--- src/nlsc_pkg.sv ---
`timescale 1ns / 1ps
// shared types, codes and constants of the length-prefix to start-code converter
// no dependencies; used by the result interface and every module of the block
package nlsc_pkg;

	// result kinds
	typedef enum logic [1:0] {
		KIND_BYTE   = 2'd0,
		KIND_STATUS = 2'd1,
		KIND_ERROR  = 2'd2
	} kind_t;

	// error codes
	typedef enum logic [1:0] {
		ERR_NONE     = 2'd0,
		ERR_ZERO_LEN = 2'd1,
		ERR_OVERRUN  = 2'd2,
		ERR_NO_NAL   = 2'd3
	} err_t;

	// parse phase
	typedef enum logic {
		PH_PREFIX  = 1'b0,
		PH_PAYLOAD = 1'b1
	} phase_t;

	localparam int NAL_COUNT_W  = 24;
	localparam int MAX_RESULTS  = 4;
	localparam logic [2:0] LEN_SIZE_RESET = 3'd4;

	// annex-b start code, entry 0 goes out first
	localparam logic [3:0][7:0] START_CODE = {8'h01, 8'h00, 8'h00, 8'h00};

	// one result item
	typedef struct packed {
		kind_t                   kind;
		logic [7:0]              out_byte;
		logic                    nal_end;
		err_t                    error_code;
		logic [NAL_COUNT_W-1:0]  nal_count;
		logic [1:0]              trailing_bytes;
		logic                    last;
	} res_t;

	// all results caused by one input byte
	typedef struct packed {
		logic [2:0]                  n;
		res_t [MAX_RESULTS-1:0]      r;
	} bundle_t;

	// build a result with last cleared
	function automatic res_t mk_res(kind_t k, logic [7:0] b, logic e, err_t c,
			logic [NAL_COUNT_W-1:0] cnt, logic [1:0] tr);
		res_t r;
		r.kind           = k;
		r.out_byte       = b;
		r.nal_end        = e;
		r.error_code     = c;
		r.nal_count      = cnt;
		r.trailing_bytes = tr;
		r.last           = 1'b0;
		return r;
	endfunction

endpackage

--- src/nlsc_if.sv ---
`timescale 1ns / 1ps
// valid/ready channel interfaces for sample bytes in and stream results out
// depends on nlsc_pkg for the result field widths
interface nlsc_in_if;
	logic        valid;
	logic        ready;
	logic [7:0]  sample_byte;
	logic [23:0] bytes_after;

	modport source (output valid, sample_byte, bytes_after, input ready);
	modport sink (input valid, sample_byte, bytes_after, output ready);
endinterface

interface nlsc_out_if;
	logic                              valid;
	logic                              ready;
	logic [1:0]                        kind;
	logic [7:0]                        out_byte;
	logic                              nal_end;
	logic [1:0]                        error_code;
	logic [nlsc_pkg::NAL_COUNT_W-1:0]  nal_count;
	logic [1:0]                        trailing_bytes;
	logic                              last;

	modport source (output valid, kind, out_byte, nal_end, error_code, nal_count,
		trailing_bytes, last, input ready);
	modport sink (input valid, kind, out_byte, nal_end, error_code, nal_count,
		trailing_bytes, last, output ready);
endinterface

--- src/nlsc_step.sv ---
`timescale 1ns / 1ps
// parser state and per-byte decision: turns one registered input byte into a
// bundle of up to four results; depends on nlsc_pkg
module nlsc_step #(
	parameter int AW = 24
) (
	input  logic                clk,
	input  logic                arst_n,
	input  logic                s1_valid,
	input  logic [7:0]          s1_byte,
	input  logic [AW-1:0]       s1_after,
	input  logic [2:0]          length_size,
	input  logic                can_load,
	output logic                consume,
	output logic                load,
	output nlsc_pkg::bundle_t   bundle
);

	localparam logic [nlsc_pkg::NAL_COUNT_W-1:0] NAL_MAX = '1;

	nlsc_pkg::phase_t                  phase_q, phase_n;
	logic [1:0]                        pseen_q, pseen_n;
	logic [31:0]                       acc_q, acc_n;
	logic [AW-1:0]                     left_q, left_n;
	logic [nlsc_pkg::NAL_COUNT_W-1:0]  nals_q, nals_n;
	logic [1:0]                        trail_q, trail_n;
	logic                              halted_q, halted_n;

	logic [2:0]       ls;
	logic [2:0]       seen;
	logic [31:0]      acc_new;
	logic [AW-1:0]    left_dec;
	logic             short_prefix;
	logic             eos;
	logic [2:0]       eos_slot;
	logic [1:0]       last_idx;
	nlsc_pkg::bundle_t b;

	// prefix size clamped to 1..4
	always_comb begin
		if (length_size == 3'd0) begin
			ls = 3'd1;
		end else if (length_size > 3'd4) begin
			ls = 3'd4;
		end else begin
			ls = length_size;
		end
	end

	assign seen         = {1'b0, pseen_q} + 3'd1;
	assign acc_new      = {acc_q[23:0], s1_byte};
	assign left_dec     = left_q - AW'(1);
	assign short_prefix = ((AW+1)'(s1_after) + (AW+1)'(1)) < (AW+1)'(ls);

	// next state and results
	always_comb begin
		phase_n  = phase_q;
		pseen_n  = pseen_q;
		acc_n    = acc_q;
		left_n   = left_q;
		nals_n   = nals_q;
		trail_n  = trail_q;
		halted_n = halted_q;
		b        = '0;
		eos      = 1'b0;
		eos_slot = 3'd0;
		last_idx = 2'd0;
		if (!halted_q) begin
			case (phase_q)
				nlsc_pkg::PH_PAYLOAD: begin
					if (left_dec > s1_after) begin
						b.r[0] = nlsc_pkg::mk_res(nlsc_pkg::KIND_ERROR, 8'h00, 1'b0,
							nlsc_pkg::ERR_OVERRUN, '0, 2'd0);
						b.n = 3'd1;
						halted_n = 1'b1;
					end else begin
						left_n = left_dec;
						b.r[0] = nlsc_pkg::mk_res(nlsc_pkg::KIND_BYTE, s1_byte,
							left_dec == '0, nlsc_pkg::ERR_NONE, '0, 2'd0);
						b.n = 3'd1;
						if (left_dec == '0) begin
							phase_n = nlsc_pkg::PH_PREFIX;
							pseen_n = 2'd0;
							acc_n   = '0;
							if (s1_after == '0) begin
								eos      = 1'b1;
								eos_slot = 3'd1;
							end
						end
					end
				end
				nlsc_pkg::PH_PREFIX: begin
					if (pseen_q == 2'd0 && short_prefix) begin
						// too few bytes left for a prefix: drop and count
						if (trail_q != 2'd3) begin
							trail_n = trail_q + 2'd1;
						end
						if (s1_after == '0) begin
							eos      = 1'b1;
							eos_slot = 3'd0;
						end
					end else begin
						acc_n = acc_new;
						if (seen >= ls) begin
							if (acc_new == 32'd0) begin
								b.r[0] = nlsc_pkg::mk_res(nlsc_pkg::KIND_ERROR, 8'h00, 1'b0,
									nlsc_pkg::ERR_ZERO_LEN, '0, 2'd0);
								b.n = 3'd1;
								halted_n = 1'b1;
							end else if (acc_new > 32'(s1_after)) begin
								b.r[0] = nlsc_pkg::mk_res(nlsc_pkg::KIND_ERROR, 8'h00, 1'b0,
									nlsc_pkg::ERR_OVERRUN, '0, 2'd0);
								b.n = 3'd1;
								halted_n = 1'b1;
							end else begin
								// prefix replaced by the start code
								for (int i = 0; i < nlsc_pkg::MAX_RESULTS; i++) begin
									b.r[i] = nlsc_pkg::mk_res(nlsc_pkg::KIND_BYTE,
										nlsc_pkg::START_CODE[i], 1'b0, nlsc_pkg::ERR_NONE,
										'0, 2'd0);
								end
								b.n     = 3'd4;
								phase_n = nlsc_pkg::PH_PAYLOAD;
								left_n  = acc_new[AW-1:0];
								pseen_n = 2'd0;
								acc_n   = '0;
								if (nals_q != NAL_MAX) begin
									nals_n = nals_q + {{(nlsc_pkg::NAL_COUNT_W-1){1'b0}}, 1'b1};
								end
							end
						end else if (s1_after == '0) begin
							// sample ends inside a prefix
							b.r[0] = nlsc_pkg::mk_res(nlsc_pkg::KIND_ERROR, 8'h00, 1'b0,
								nlsc_pkg::ERR_OVERRUN, '0, 2'd0);
							b.n = 3'd1;
							halted_n = 1'b1;
						end else begin
							pseen_n = seen[1:0];
						end
					end
				end
				default: begin
					phase_n = nlsc_pkg::PH_PREFIX;
				end
			endcase

			// end of sample: status or no-nal error
			if (eos) begin
				if (nals_q == '0) begin
					b.r[eos_slot[1:0]] = nlsc_pkg::mk_res(nlsc_pkg::KIND_ERROR, 8'h00, 1'b0,
						nlsc_pkg::ERR_NO_NAL, '0, 2'd0);
					halted_n = 1'b1;
				end else begin
					b.r[eos_slot[1:0]] = nlsc_pkg::mk_res(nlsc_pkg::KIND_STATUS, 8'h00, 1'b0,
						nlsc_pkg::ERR_NONE, nals_q, trail_n);
					nals_n  = '0;
					trail_n = 2'd0;
				end
				b.n = eos_slot + 3'd1;
			end

			// mark the final result of this byte
			if (b.n != 3'd0) begin
				last_idx = 2'(b.n - 3'd1);
				b.r[last_idx].last = 1'b1;
			end
		end
	end

	assign bundle  = b;
	assign consume = s1_valid && (b.n == 3'd0 || can_load);
	assign load    = consume && (b.n != 3'd0);

	// parser state register
	always_ff @(posedge clk or negedge arst_n) begin
		if (!arst_n) begin
			phase_q  <= nlsc_pkg::PH_PREFIX;
			pseen_q  <= 2'd0;
			acc_q    <= '0;
			left_q   <= '0;
			nals_q   <= '0;
			trail_q  <= 2'd0;
			halted_q <= 1'b0;
		end else if (consume) begin
			phase_q  <= phase_n;
			pseen_q  <= pseen_n;
			acc_q    <= acc_n;
			left_q   <= left_n;
			nals_q   <= nals_n;
			trail_q  <= trail_n;
			halted_q <= halted_n;
		end
	end

endmodule

--- src/nlsc_emit.sv ---
`timescale 1ns / 1ps
// result register: holds the bundle of one byte and shifts it out one result
// per output transfer; depends on nlsc_pkg
module nlsc_emit (
	input  logic               clk,
	input  logic               arst_n,
	input  logic               load,
	input  nlsc_pkg::bundle_t  bundle,
	output logic               can_load,
	output logic               out_valid,
	input  logic               out_ready,
	output nlsc_pkg::res_t     out_res
);

	nlsc_pkg::res_t [nlsc_pkg::MAX_RESULTS-1:0] ent_q, ent_shift;
	logic [2:0] cnt_q;
	logic       xfer;

	assign out_valid = cnt_q != 3'd0;
	assign out_res   = ent_q[0];
	assign xfer      = out_valid && out_ready;
	assign can_load  = (cnt_q == 3'd0) || (cnt_q == 3'd1 && out_ready);

	// entries moved down by one
	always_comb begin
		for (int i = 0; i < nlsc_pkg::MAX_RESULTS - 1; i++) begin
			ent_shift[i] = ent_q[i+1];
		end
		ent_shift[nlsc_pkg::MAX_RESULTS-1] = '0;
	end

	// occupancy count
	always_ff @(posedge clk or negedge arst_n) begin
		if (!arst_n) begin
			cnt_q <= 3'd0;
		end else if (load) begin
			cnt_q <= bundle.n;
		end else if (xfer) begin
			cnt_q <= cnt_q - 3'd1;
		end
	end

	// result entries
	always_ff @(posedge clk) begin
		if (load) begin
			ent_q <= bundle.r;
		end else if (xfer) begin
			ent_q <= ent_shift;
		end
	end

endmodule

--- src/nal_length_prefix_to_start_code.sv ---
`timescale 1ns / 1ps
// Length-prefixed NAL sample to Annex-B stream converter, top level.
// Channels: sample_in carries one sample byte with the count of sample bytes
// after it; result_out carries stream bytes, end-of-sample status and errors,
// with last set on the final result of each input byte. Both are valid/ready,
// a transfer happens at a clock edge with valid and ready high. cfg_we and
// cfg_data write length_size (prefix bytes, 1..4); the user must write it only
// while the block is idle, the block does not enforce this. A byte taken on
// sample_in sits in the input register, is parsed and loaded into the result
// register, and its results leave from there. Throughput: one input byte per
// cycle while each byte gives one result and result_out is ready; the byte
// that completes a prefix gives four start-code results and holds the input
// while the result register sends them, one result per cycle.
// Reset: length_size returns to 4, the parser returns to the prefix phase with
// all counts cleared and any halt after an error released.
// Stall: when result_out is not ready the result register holds, the input
// register fills and sample_in.ready drops; nothing is lost.
// Depends on nlsc_pkg, nlsc_if, nlsc_step and nlsc_emit.
module nal_length_prefix_to_start_code #(
	parameter int SAMPLE_SIZE_BITS = 24
) (
	input  logic            clk,
	input  logic            arst_n,
	nlsc_in_if.sink         sample_in,
	nlsc_out_if.source      result_out,
	input  logic            cfg_we,
	input  logic [2:0]      cfg_data
);

	localparam int AW = (SAMPLE_SIZE_BITS < 24) ? SAMPLE_SIZE_BITS : 24;

	logic [2:0]        length_size_q;
	logic              valid_s1;
	logic [7:0]        byte_s1;
	logic [AW-1:0]     after_s1;
	logic              consume;
	logic              load;
	logic              can_load;
	nlsc_pkg::bundle_t bundle;
	nlsc_pkg::res_t    res;

	// configuration register
	always_ff @(posedge clk or negedge arst_n) begin
		if (!arst_n) begin
			length_size_q <= nlsc_pkg::LEN_SIZE_RESET;
		end else if (cfg_we) begin
			length_size_q <= cfg_data;
		end
	end

	// input register
	assign sample_in.ready = !valid_s1 || consume;

	always_ff @(posedge clk or negedge arst_n) begin
		if (!arst_n) begin
			valid_s1 <= 1'b0;
		end else if (sample_in.ready) begin
			valid_s1 <= sample_in.valid;
		end
	end

	always_ff @(posedge clk) begin
		if (sample_in.ready && sample_in.valid) begin
			byte_s1  <= sample_in.sample_byte;
			after_s1 <= sample_in.bytes_after[AW-1:0];
		end
	end

	// parser
	nlsc_step #(
		.AW (AW)
	) u_step (
		.clk         (clk),
		.arst_n      (arst_n),
		.s1_valid    (valid_s1),
		.s1_byte     (byte_s1),
		.s1_after    (after_s1),
		.length_size (length_size_q),
		.can_load    (can_load),
		.consume     (consume),
		.load        (load),
		.bundle      (bundle)
	);

	// result register
	nlsc_emit u_emit (
		.clk       (clk),
		.arst_n    (arst_n),
		.load      (load),
		.bundle    (bundle),
		.can_load  (can_load),
		.out_valid (result_out.valid),
		.out_ready (result_out.ready),
		.out_res   (res)
	);

	// result fields
	assign result_out.kind           = res.kind;
	assign result_out.out_byte       = res.out_byte;
	assign result_out.nal_end        = res.nal_end;
	assign result_out.error_code     = res.error_code;
	assign result_out.nal_count      = res.nal_count;
	assign result_out.trailing_bytes = res.trailing_bytes;
	assign result_out.last           = res.last;

`ifndef ASSERT_OFF
	// an error is the final result: nothing follows it
	a_error_halts: assert property (@(posedge clk) disable iff (!arst_n)
		result_out.valid && result_out.ready && result_out.kind == nlsc_pkg::KIND_ERROR
		|=> !result_out.valid)
		else $error("result after an error transfer");

	// a status report always counts at least one nal unit
	a_status_count: assert property (@(posedge clk) disable iff (!arst_n)
		result_out.valid && result_out.kind == nlsc_pkg::KIND_STATUS
		|-> result_out.nal_count != '0)
		else $error("status with zero nal count");

	// a parked input byte stays in the input register
	a_s1_hold: assert property (@(posedge clk) disable iff (!arst_n)
		valid_s1 && !consume |=> valid_s1 && $stable(byte_s1))
		else $error("input register lost a waiting byte");
`endif

endmodule

--- src/flat_wrapper.sv ---
// flat-port wrapper written by rule: the top's interface ports become plain ports
module nal_length_prefix_to_start_code_flat 
#(
	parameter int SAMPLE_SIZE_BITS = 24
)
  (clk, arst_n, cfg_we, cfg_data, sample_in_valid, sample_in_sample_byte, sample_in_bytes_after, sample_in_ready, result_out_valid, result_out_kind, result_out_out_byte, result_out_nal_end, result_out_error_code, result_out_nal_count, result_out_trailing_bytes, result_out_last, result_out_ready);
  nlsc_in_if sample_in_i ();
  nlsc_out_if result_out_i ();
  input  logic clk;
  input  logic arst_n;
  input  logic cfg_we;
  input  logic [2:0] cfg_data;
  input wire logic [$bits(sample_in_i.valid)-1:0] sample_in_valid;
  input wire logic [$bits(sample_in_i.sample_byte)-1:0] sample_in_sample_byte;
  input wire logic [$bits(sample_in_i.bytes_after)-1:0] sample_in_bytes_after;
  output wire logic [$bits(sample_in_i.ready)-1:0] sample_in_ready;
  output wire logic [$bits(result_out_i.valid)-1:0] result_out_valid;
  output wire logic [$bits(result_out_i.kind)-1:0] result_out_kind;
  output wire logic [$bits(result_out_i.out_byte)-1:0] result_out_out_byte;
  output wire logic [$bits(result_out_i.nal_end)-1:0] result_out_nal_end;
  output wire logic [$bits(result_out_i.error_code)-1:0] result_out_error_code;
  output wire logic [$bits(result_out_i.nal_count)-1:0] result_out_nal_count;
  output wire logic [$bits(result_out_i.trailing_bytes)-1:0] result_out_trailing_bytes;
  output wire logic [$bits(result_out_i.last)-1:0] result_out_last;
  input wire logic [$bits(result_out_i.ready)-1:0] result_out_ready;
  assign sample_in_i.valid = sample_in_valid;
  assign sample_in_i.sample_byte = sample_in_sample_byte;
  assign sample_in_i.bytes_after = sample_in_bytes_after;
  assign sample_in_ready = sample_in_i.ready;
  assign result_out_valid = result_out_i.valid;
  assign result_out_kind = result_out_i.kind;
  assign result_out_out_byte = result_out_i.out_byte;
  assign result_out_nal_end = result_out_i.nal_end;
  assign result_out_error_code = result_out_i.error_code;
  assign result_out_nal_count = result_out_i.nal_count;
  assign result_out_trailing_bytes = result_out_i.trailing_bytes;
  assign result_out_last = result_out_i.last;
  assign result_out_i.ready = result_out_ready;
  nal_length_prefix_to_start_code #(.SAMPLE_SIZE_BITS(SAMPLE_SIZE_BITS)) u_core (.clk(clk), .arst_n(arst_n), .sample_in(sample_in_i), .result_out(result_out_i), .cfg_we(cfg_we), .cfg_data(cfg_data));
endmodule
--- config.mk ---
export PLATFORM = sky130hd
export DESIGN_NAME = nal_length_prefix_to_start_code_flat
export DESIGN_NICKNAME = d
export VERILOG_FILES = /design/src/nlsc_pkg.sv /design/src/nlsc_if.sv /design/src/nlsc_step.sv /design/src/nlsc_emit.sv /design/src/nal_length_prefix_to_start_code.sv /design/src/flat_wrapper.sv
export SDC_FILE = /design/constraint.sdc
export NUM_CORES = 1
export LEC_CHECK = 0
export BUFFER_PORTS_ARGS = -buffer_cell sky130_fd_sc_hd__buf_4
export CORE_ASPECT_RATIO = 0.8
export CORE_MARGIN = 2
export CORE_UTILIZATION = 40
export CTS_CLUSTER_SIZE = 8
export DETAILED_ROUTE_END_ITERATION = 7
export HOLD_SLACK_MARGIN = 0.05
export PLACE_DENSITY = 0.64
export SLEW_MARGIN = 10
export SYNTH_ARGS = -nofsm -noshare
export SYNTH_HDL_FRONTEND = slang
export SYNTH_SLANG_ARGS = --single-unit
--- constraint.sdc ---
create_clock -name clk -period 6.6 [get_ports clk]
set_clock_uncertainty 0.15 [all_clocks]
set_input_delay 0.33 -clock clk [delete_from_list [all_inputs] [get_ports clk]]
set_output_delay 0.33 -clock clk [all_outputs]
set_load 0.005 [all_outputs]
==> qor.txt, run 1 <==
outcome -> finished with violations
failing checks -> antenna rules
Int Power -> 0.00291 W
Buf/Inv on CP -> 1
I/O pin cnt -> 82
routability cong. -> 0.953
Core ar. -> 27,400 sq um
worst hold path cell count -> 4
Port Buf Inserts -> 81
fin nets -> 1,275
wire length on met1 -> 14.9 mm
worst hold-check path type -> input pin to flip-flop
area share of the largest cell type after synthesis -> 28.4%
Leak -> 5.25 nW
Worst path depth -> 15
detailed-router iteration count before antenna repair -> 5
Slowest Stage Delay on Critical Path -> 700 ps
maxcap violations -> 0
CP endpoint kind -> flip-flop
wire per inst -> 18.8 microns
clk_lat worst skew -> 450 ps
Post-Syn Instances -> 1,109
vias in the first global route -> 8,286
initial antenna violation count -> 0
area post-placement -> 11,900 sq um
CTS tree -> yes
total CTS buffers -> 17
slew margin rel. -> 35.3%
Area growth syn-to-layout -> 15.3%
power share of the combinational group -> 35.4%
Placed Cells -> 1,478
final setup fails -> 0
CP Cell Sequence -> or4_1 > or4_1 > nand2b_1 > nor3_1 > nand2_1 > xnor2_1 > ha_1 > nand4_1 > a21oi_1 > or4_1 > o21ai_1 > nor2_1 > nor4bb_4 > buf_4 > mux2_2
Total GRT Usage -> 20.7%
final cell count without fillers -> 1,553
Synth Warn # -> 0
sequential power share -> 40.0%
Psw -> 0.00174 W
Reg2Reg Depth -> 15
critical path class -> flip-flop to flip-flop
most frequent cells in the layout -> edfxtp_1, nand2_1, buf_4
number of synthesized flops with an enable pin -> 106
Power per Cell Area -> 360 nW/um^2
global-route wire length before repair -> 47.1 mm
Largest delay share family, worst path -> simple AND/OR/NAND/NOR gates
Initial Util -> 40.9%
Worst EP required -> 6780 ps
slowest stage cell, crit path -> or4_1
Bufs on Longest Clock Path -> 2
row cnt -> 54
Die H -> 154 microns
Die X -> 191 microns
total number of vias -> 8,787
Hold Violations, Final -> 0
Final period util -> 91.7%
Final TNS setup -> 0 ps
DR top layer -> met4
Mapped Area -> 11,200 sq um
Slew Limit Fails -> 0
filler instances -> 2,538
CP most frequent cell -> or4_1
startpoint types -> flip-flop
WL met3 -> 1.82 mm
Synth area leaders -> edfxtp_1, dfrtp_1, ha_1, nand2_1, xnor2_1
Worst EP arrival -> 6240 ps
Synth area leader -> edfxtp_1
most common cell after layout, fill and taps aside -> edfxtp_1
Sw Share -> 37.5%
Post-synth ARST share -> 44.5%
area of the die -> 29,400 sq um
H-tree levels -> 4
Vias/cell -> 5.66
share of the yosys chip area belonging to registers -> 47.3%
WL final -> 29.3 mm
final instance area -> 12,900 sq um
fin crit period -> 6050 ps
max frequency -> 165 MHz
syn nets -> 1,213
PnR Total Power -> 0.00465 W
Syn Area/Cell -> 10.1 sq um
largest net degree at the start of global routing -> 76
Synth Flop Type -> edfxtp_1
1st-iter DRT viols -> 866
Cell variety after synth -> 75
grt total ovfl -> 0
DRT antenna net count -> 1
Clk pwr share -> 24.6%
RSZ-0062 raised after global routing -> no
hpwl dp -> 20.5 mm
clock root cell -> clkbuf_16
Slew @ Worst Pin -> 970 ps
# clock sinks -> 191
fin util -> 47.1%
Worst-path clk slew -> 80 ps
flip-flop and latch count after synthesis -> 191
fraction of layout cells with a size suffix above 1 -> 14.3%
maximum vdd drop -> 0.223 mV
Remaining DRCs -> 0
met2 wire length -> 12.1 mm
Max Fanout on Critical Path -> 34
## power by group through the flow
stage | registers (W) | logic, W | clock network [W]
floorplan | 0.00177 | 0.00121 | 0
global placement | 0.00187 | 0.00157 | 0
detailed placement | 0.00188 | 0.00160 | 0
CTS | 0.00186 | 0.00163 | 0.00116
global route | 0.00190 | 0.00185 | 0.00121
finish | 0.00186 | 0.00165 | 0.00114
## timing repair
item,CTS,global route
resized for setup,0,1
endpoints found under the hold margin,63,0
hold buffers,38,0
buffers inserted,0,0
endpoints found under the setup margin,0,44
## flip-flops by register name, summed over array words and instances (netlist names), 2 cells and up
register               count
u_core.byte_s1             8
u_core.after_s1           24
u_core.u_emit.ent_q       34
u_core.u_emit.cnt_q        3
u_core.u_emit.out_res     40
u_core.u_step.left_q      24
u_core.u_step.pseen_q      2
u_core.u_step.nals_q      24
u_core.u_step.acc_q       24
u_core.u_step.trail_q      2
u_core.length_size_q       3
## metal layers
metal	track usage [%]	vias up
met5	0	-
met4	5.24	0
met3	3.40	30
met2	28.4	309
met1	33.2	4316
li1	-	4132
## path summary, 6_finish.rpt
path	slack, ps	startpoint	end
max	550	u_core.u_step.left_q[5]$_DFFE_PN0P_	u_core.u_step.left_q[10]$_DFFE_PN0P_
max in group asynchronous	4950	arst_n	u_core.u_step.acc_q[0]$_DFFE_PN0P_
min in group asynchronous	230	arst_n	u_core.u_step.pseen_q[1]$_DFFE_PN0P_
min	70	result_out_ready	u_core.u_emit.cnt_q[2]$_DFFE_PN0P_
min reg2reg	310	u_core.u_step.halted_q$_DFFE_PN0N_	u_core.u_step.halted_q$_DFFE_PN0N_
max reg2reg	550	u_core.u_step.left_q[5]$_DFFE_PN0P_	u_core.u_step.left_q[10]$_DFFE_PN0P_
## tightest hold or removal path: cells and delay by family
family | cells | cell delay [ps]
AND/OR/NAND/NOR | 2 | 120
buffers and inverters | 1 | 100
AO/OA/AOI/OAI | 1 | 70
## kinds of logic after synthesis
kind of cell,share of synthesized area [%]
buffers and inverters,6.43
adders and majority gates,7.14
xor gates and xnor gates,3.75
DFF,47.3
muxes,3.17
and+or+nand+nor,21.1
AOI/OAI and AO/OA,11.1
## metrics by stage
stage                     setup slack, ps  hold slack [ps]
after detailed placement              401              171
after CTS                             363             54.7
final                                 547             74.3
after global placement                659              168
after floorplan                      1310             -116
after global routing                  107              112
## layout make-up
type                            instances  area [sq um]  share of cell area, %
Tap cell                              364           455                   3.52
Clock buffer                           19           464                   3.59
Antenna cell                            5          12.5                 0.0967
Multi-Input combinational cell        775          5220                   40.4
Timing Repair Buffer                  129          1060                   8.22
Inverter                               57           214                   1.65
Sequential cell                       191          5310                   41.1
Clock inverter                         13           190                   1.47
## synthesized netlist by cell type, types with 7 or more instances
master	count
mux2_2	20
nor2_1	78
a21oi_1	36
nand4_1	35
clkbuf_1	25
nor3_1	32
dfrtp_1	84
xnor2_1	38
ha_1	64
or3_1	8
buf_4	40
nand2_1	104
a22o_1	26
nand2b_1	10
o21ai_0	48
buf_2	16
and2_1	42
xor2_1	10
mux2i_1	13
nand3_1	46
nor4_1	33
a21o_1	10
and3_1	11
inv_1	57
or2_2	7
edfxtp_1	106
Power figures use the tool's default switching activity.
==> inputs of run 2 (changes only) <==
- PLACE_DENSITY: 0.64 -> 0.66
- clock period: 6.6 -> 5.29 ns (I/O delays scaled with it)
==> qor.txt, run 2 (synthesized netlist as in run 1, its figures left out) <==
outcome -> finished, final reports clean
worst hold-check path type -> input pin to asynchronous set/reset pin
maxcap violations -> 0 (unchanged)
total CTS buffers -> 17 (unchanged)
Port Buf Inserts -> 81 (unchanged)
Leak -> 5.38 nW (+2.5%)
Power per Cell Area -> 437 nW/um^2 (+22%)
max reg flops -> 40 (unchanged)
PnR Total Power -> 0.00576 W (+24%)
Area growth syn-to-layout -> 17.4%
clk_lat worst skew -> 450 ps (about the same)
RSZ-0062 raised after global routing -> no
Antenna diodes -> 0 (-5)
Slew @ Worst Pin -> 988 ps (+17.9 ps)
most frequent cells in the layout -> buf_4, edfxtp_1, nand2_1
wire per inst -> 19.2 microns (+2.0%)
row cnt -> 54 (unchanged)
clock root cell -> clkbuf_16
power share of the combinational group -> 37.8% (+2.4 points)
final hold slack -> 168 ps (+93.7 ps)
Final period util -> 95.2% (+3.4 points)
detailed-router iteration count before antenna repair -> 8 (+3)
final instance area -> 13,200 sq um (+1.8%)
I/O pin cnt -> 82 (unchanged)
most common cell after layout, fill and taps aside -> buf_4
Die X -> 191 microns (unchanged)
WL final -> 30.4 mm (+3.7%)
slew margin rel. -> 34.2% (-1.2 points)
fraction of layout cells with a size suffix above 1 -> 16.6% (+2.4 points)
routability cong. -> 0.959 (+0.71%)
DRT antenna net count -> 0 (-1)
area of the die -> 29,400 sq um (unchanged)
Worst EP arrival -> 5220 ps (-1020 ps)
H-tree levels -> 4 (unchanged)
Core ar. -> 27,400 sq um (unchanged)
Slew Limit Fails -> 0 (unchanged)
Worst EP required -> 5470 ps (-1310 ps)
Clk pwr share -> 22.2% (-2.4 points)
Hold Violations, Final -> 0 (unchanged)
Initial Util -> 40.9% (unchanged)
max frequency -> 199 MHz (+20%)
Sw Share -> 38.8% (+1.3 points)
CTS tree -> yes
final setup fails -> 0 (unchanged)
Psw -> 0.00223 W (+28%)
Max Fanout on Critical Path -> 17 (-50%)
initial antenna violation count -> 0 (unchanged)
Total GRT Usage -> 20.9% (+0.18 points)
grt total ovfl -> 0 (unchanged)
critical path class -> flip-flop to flip-flop
sequential power share -> 40.1% (about the same)
Vias/cell -> 5.57 (-1.5%)
hpwl dp -> 21.6 mm (+5.0%)
maximum vdd drop -> 0.233 mV (+4.5%)
Int Power -> 0.00353 W (+21%)
Die H -> 154 microns (unchanged)
vias in the first global route -> 8,228 (-0.70%)
area post-placement -> 12,100 sq um (+1.7%)
Worst-path clk slew -> 80 ps (about the same)
startpoint types -> flip-flop
# clock sinks -> 191 (unchanged)
1st-iter DRT viols -> 836 (-3.5%)
Remaining DRCs -> 0 (unchanged)
fin nets -> 1,306 (+2.4%)
global-route wire length before repair -> 47.1 mm (+0.12%)
CP endpoint kind -> flip-flop
fin crit period -> 5030 ps (-1020 ps)
largest net degree at the start of global routing -> 76 (unchanged)
Bufs on Longest Clock Path -> 2 (unchanged)
total number of vias -> 8,797 (+0.11%)
## run 2: worst max-delay path, cell delays in order (launching register included)
cell and delay, ps:
dfrtp_1 440, or4_1 580, or4_4 550, nand2b_1 190
nor3_2 160, nand2_1 120, xnor2_2 160, ha_1 300
nand4_1 170, a21oi_1 70, or4_1 530, o21ai_1 200
buf_4 160, nor2_1 90, nor4bb_4 360, buf_4 160
buf_12 160, mux2_2 360
## run 2: power by group through the flow
stage | combinational [W] | sequential (W) | clock (W)
after detailed placement | 0.00209 | 0.00233 | 0
after global placement | 0.00207 | 0.00232 | 0
final | 0.00217 | 0.00231 | 0.00128
after CTS | 0.00213 | 0.00230 | 0.00131
after global routing | 0.00240 | 0.00235 | 0.00137
after floorplan | 0.00151 | 0.00221 | 0
## run 2: worst paths after layout
check | depth (start not counted) | from | end | slack (ps)
worst min-delay path | 2 | arst_n | u_core.u_step.acc_q[13]$_DFFE_PN0P_ | 170
worst min register to register | 1 | u_core.u_step.halted_q$_DFFE_PN0N_ | u_core.u_step.halted_q$_DFFE_PN0N_ | 310
worst max register to register | 17 | u_core.u_step.left_q[6]$_DFFE_PN0P_ | u_core.u_step.left_q[3]$_DFFE_PN0P_ | 260
min in group clk | 1 | u_core.u_step.halted_q$_DFFE_PN0N_ | u_core.u_step.halted_q$_DFFE_PN0N_ | 310
worst max-delay path | 17 | u_core.u_step.left_q[6]$_DFFE_PN0P_ | u_core.u_step.left_q[3]$_DFFE_PN0P_ | 260
max in group asynchronous | 3 | arst_n | u_core.u_step.nals_q[4]$_DFFE_PN0P_ | 3750
## run 2: metal layers
metal / wire length [microns] / track usage (%) / vias up
li1: - / - / 4192
met1: 15300 / 33.4 / 4233
met2: 12400 / 28.2 / 345
met3: 2340 / 4.52 / 27
met4: 354 / 4.69 / 0
met5: 0 / 0 / -
## run 2: timing repair
action / 4_1_cts / 5_1_grt
gates cloned: 1 / 1
gates resized for setup: 1 / 5
buffers inserted: 3 / 2
pin swaps: 0 / 1
hold buffers: 39 / 0
endpoints found under the setup margin: 27 / 61
hold endpoints to repair: 71 / 0
## run 2: cell type report
class                           count  area (sq um)
Clock buffer                       18           429
Sequential cell                   191          5310
Fill cell                        2559         14300
Clock inverter                     14           149
Tap cell                          364           455
Timing Repair Buffer              159          1350
Multi-Input combinational cell    776          5270
Inverter                           57           214
## run 2: metrics by stage
| step | cells | utilization [%] | setup slack (ps) | setup TNS [ps] |
|---|---|---|---|---|
| 6_report | 1579 | 48.0 | 256 | 0 |
| 5_1_grt | 1579 | 48.0 | 32.3 | 0 |
| 4_1_cts | 1576 | 47.8 | 120 | 0 |
| 3_5_place_dp | 1501 | 44.1 | -264 | -6460 |
| 3_3_place_gp | 1501 | 44.1 | -84.5 | -2160 |
| 2_1_floorplan | 1109 | - | 126 | 0 |
==> inputs of run 3 (changes only) <==
- PLACE_DENSITY: 0.66 -> 0.64
- clock period: 5.29 -> 5.2 ns (I/O delays scaled with it)
==> qor.txt, run 3 (synthesized netlist as in run 1, its figures left out) <==
Reg2Reg Depth -> 15 (-2)
global-route wire length before repair -> 47.2 mm (+0.24%)
grt total ovfl -> 0 (unchanged)
hpwl dp -> 21.5 mm (-0.17%)
worst hold-check path type -> input pin to asynchronous set/reset pin
total CTS buffers -> 17 (unchanged)
outcome -> finished, final reports clean
maximum vdd drop -> 0.267 mV (+14%)
r2r setup slk -> 240 ps (about the same)
total number of vias -> 8,765 (-0.36%)
fin nets -> 1,299 (-0.54%)
critical path launch point -> u_core.u_step.left_q[4]$_DFFE_PN0P_
Max Fanout on Critical Path -> 17 (unchanged)
detailed-router iteration count before antenna repair -> 5 (-3)
vias in the first global route -> 8,363 (+1.6%)
clock root cell -> clkbuf_16
initial antenna violation count -> 0 (unchanged)
Antenna diodes -> 0 (unchanged)
startpoint types -> flip-flop
fin crit period -> 4960 ps (-78.2 ps)
Final period util -> 95.3% (+0.14 points)
Bufs on Longest Clock Path -> 2 (unchanged)
Power per Cell Area -> 448 nW/um^2 (+2.5%)
Port Buf Inserts -> 81 (unchanged)
CP most frequent cell -> or4_1
1st-iter DRT viols -> 695 (-17%)
H-tree levels -> 4 (unchanged)
Worst EP arrival -> 5140 ps (-80 ps)
PnR Total Power -> 0.00588 W (+2.1%)
Slowest Stage Delay on Critical Path -> 550 ps (-30 ps)
max frequency -> 202 MHz (+1.6%)
Total GRT Usage -> 20.9% (+0.070 points)
WL final -> 30.2 mm (-0.60%)
largest net degree at the start of global routing -> 76 (unchanged)
Die X -> 191 microns (unchanged)
maxcap violations -> 0 (unchanged)
row cnt -> 54 (unchanged)
slew margin rel. -> 50.5% (+16 points)
critical path class -> flip-flop to flip-flop
Core ar. -> 27,400 sq um (unchanged)
Hold Violations, Final -> 0 (unchanged)
Remaining DRCs -> 0 (unchanged)
wire per inst -> 19.2 microns (-0.16%)
RSZ-0062 raised after global routing -> no
slowest stage cell, crit path -> or4_1
Leak -> 5.35 nW (-0.53%)
Worst-path clk slew -> 80 ps (about the same)
max reg flops -> 40 (unchanged)
most common cell after layout, fill and taps aside -> buf_4
Vias/cell -> 5.58 (about the same)
CP Cell Sequence -> or4_1 > or4_1 > nand2b_2 > nor3_2 > nand2_1 > xnor2_1 > ha_1 > nand4_1 > a211oi_1 > or4_1 > o21ai_2 > nor2_1 > nor4bb_4 > buf_12 > mux2_2
CTS tree -> yes
# clock sinks -> 191 (unchanged)
Slew @ Worst Pin -> 734 ps (-253 ps)
clk_lat worst skew -> 450 ps (about the same)
most frequent cells in the layout -> buf_4, edfxtp_1, nand2_1
I/O pin cnt -> 82 (unchanged)
fraction of layout cells with a size suffix above 1 -> 16.3% (-0.32 points)
Slew Limit Fails -> 0 (unchanged)
routability cong. -> 0.936 (-2.5%)
CP endpoint kind -> flip-flop
Initial Util -> 40.9% (unchanged)
DRT antenna net count -> 0 (unchanged)
area of the die -> 29,400 sq um (unchanged)
reg-to-reg critical path startpoint -> u_core.u_step.left_q[4]$_DFFE_PN0P_
Final TNS setup -> 0 ps (unchanged)
Worst EP required -> 5380 ps (-90 ps)
Die H -> 154 microns (unchanged)
final setup fails -> 0 (unchanged)
Area growth syn-to-layout -> 16.9%
Critical R2R Capture -> u_core.u_step.left_q[14]$_DFFE_PN0P_
[run 3: how the worst max path moves through the flow]
stage          depth (start not counted)  slack [ps]                              endpoint
2_1_floorplan                         19          40  u_core.u_step.left_q[10]$_DFFE_PN0P_
3_3_place_gp                          16         200    u_core.u_step.halted_q$_DFFE_PN0N_
4_1_cts                               16         150    u_core.u_step.halted_q$_DFFE_PN0N_
3_5_place_dp                          16         170    u_core.u_step.halted_q$_DFFE_PN0N_
5_1_grt                               16           4  u_core.u_step.left_q[21]$_DFFE_PN0P_
6_report                              15         240  u_core.u_step.left_q[14]$_DFFE_PN0P_
[run 3: where the power goes]
part	internal, W	switching, W	total (W)
Sequential	0.00202	0.000354	0.00238
Clock	0.000689	0.000621	0.00131
Combinational	0.000927	0.00127	0.00220
[run 3: what timing repair did]
action,CTS,global route
setup buffers,0,1
hold buffers,39,0
endpoints found under the setup margin,0,87
resized for setup,0,5
hold endpoints to repair,75,0
[run 3: final cells by class]
| class | instances | area, sq um |
|---|---|---|
| repair buffers | 153 | 1310 |
| flip-flops and latches | 191 | 5310 |
| fillers | 2548 | 14300 |
| clock inverters | 14 | 146 |
| well taps | 364 | 455 |
| clock buffers | 18 | 439 |
| inverters | 57 | 214 |
| multi-input cells | 775 | 5240 |
[run 3: per-stage QoR]
stage               hold slack, ps  cell area [sq um]  setup WS [ps]  cells  util (%)
finish                         201              13100            245   1572      47.8
global route                   254              13100           4.16   1572      47.8
CTS                            209              13100            150   1570      47.6
detailed placement             144              12100            167   1499      44.1
global placement               146              12100            196   1499      44.1
floorplan                     -186              11200           35.6   1109         -
[run 3: metal layers]
metal / vias up / global-route usage (%) / part of all wire [%]
met3: 38 / 3.61 / 6.3
met5: - / 0 / 0
met4: 0 / 6.19 / 1.7
met2: 315 / 30.0 / 42
met1: 4240 / 32.1 / 50
li1: 4172 / - / -
[run 3: worst max-delay path, delay by kind of cell (launching register included)]
family / cells / cell delay [ps]
compound gates: 2 / 300
mux: 1 / 350
simple gates: 9 / 2860
fa+ha+maj: 1 / 290
flops: 1 / 460
buf+inv: 1 / 210
xor+xnor: 1 / 200
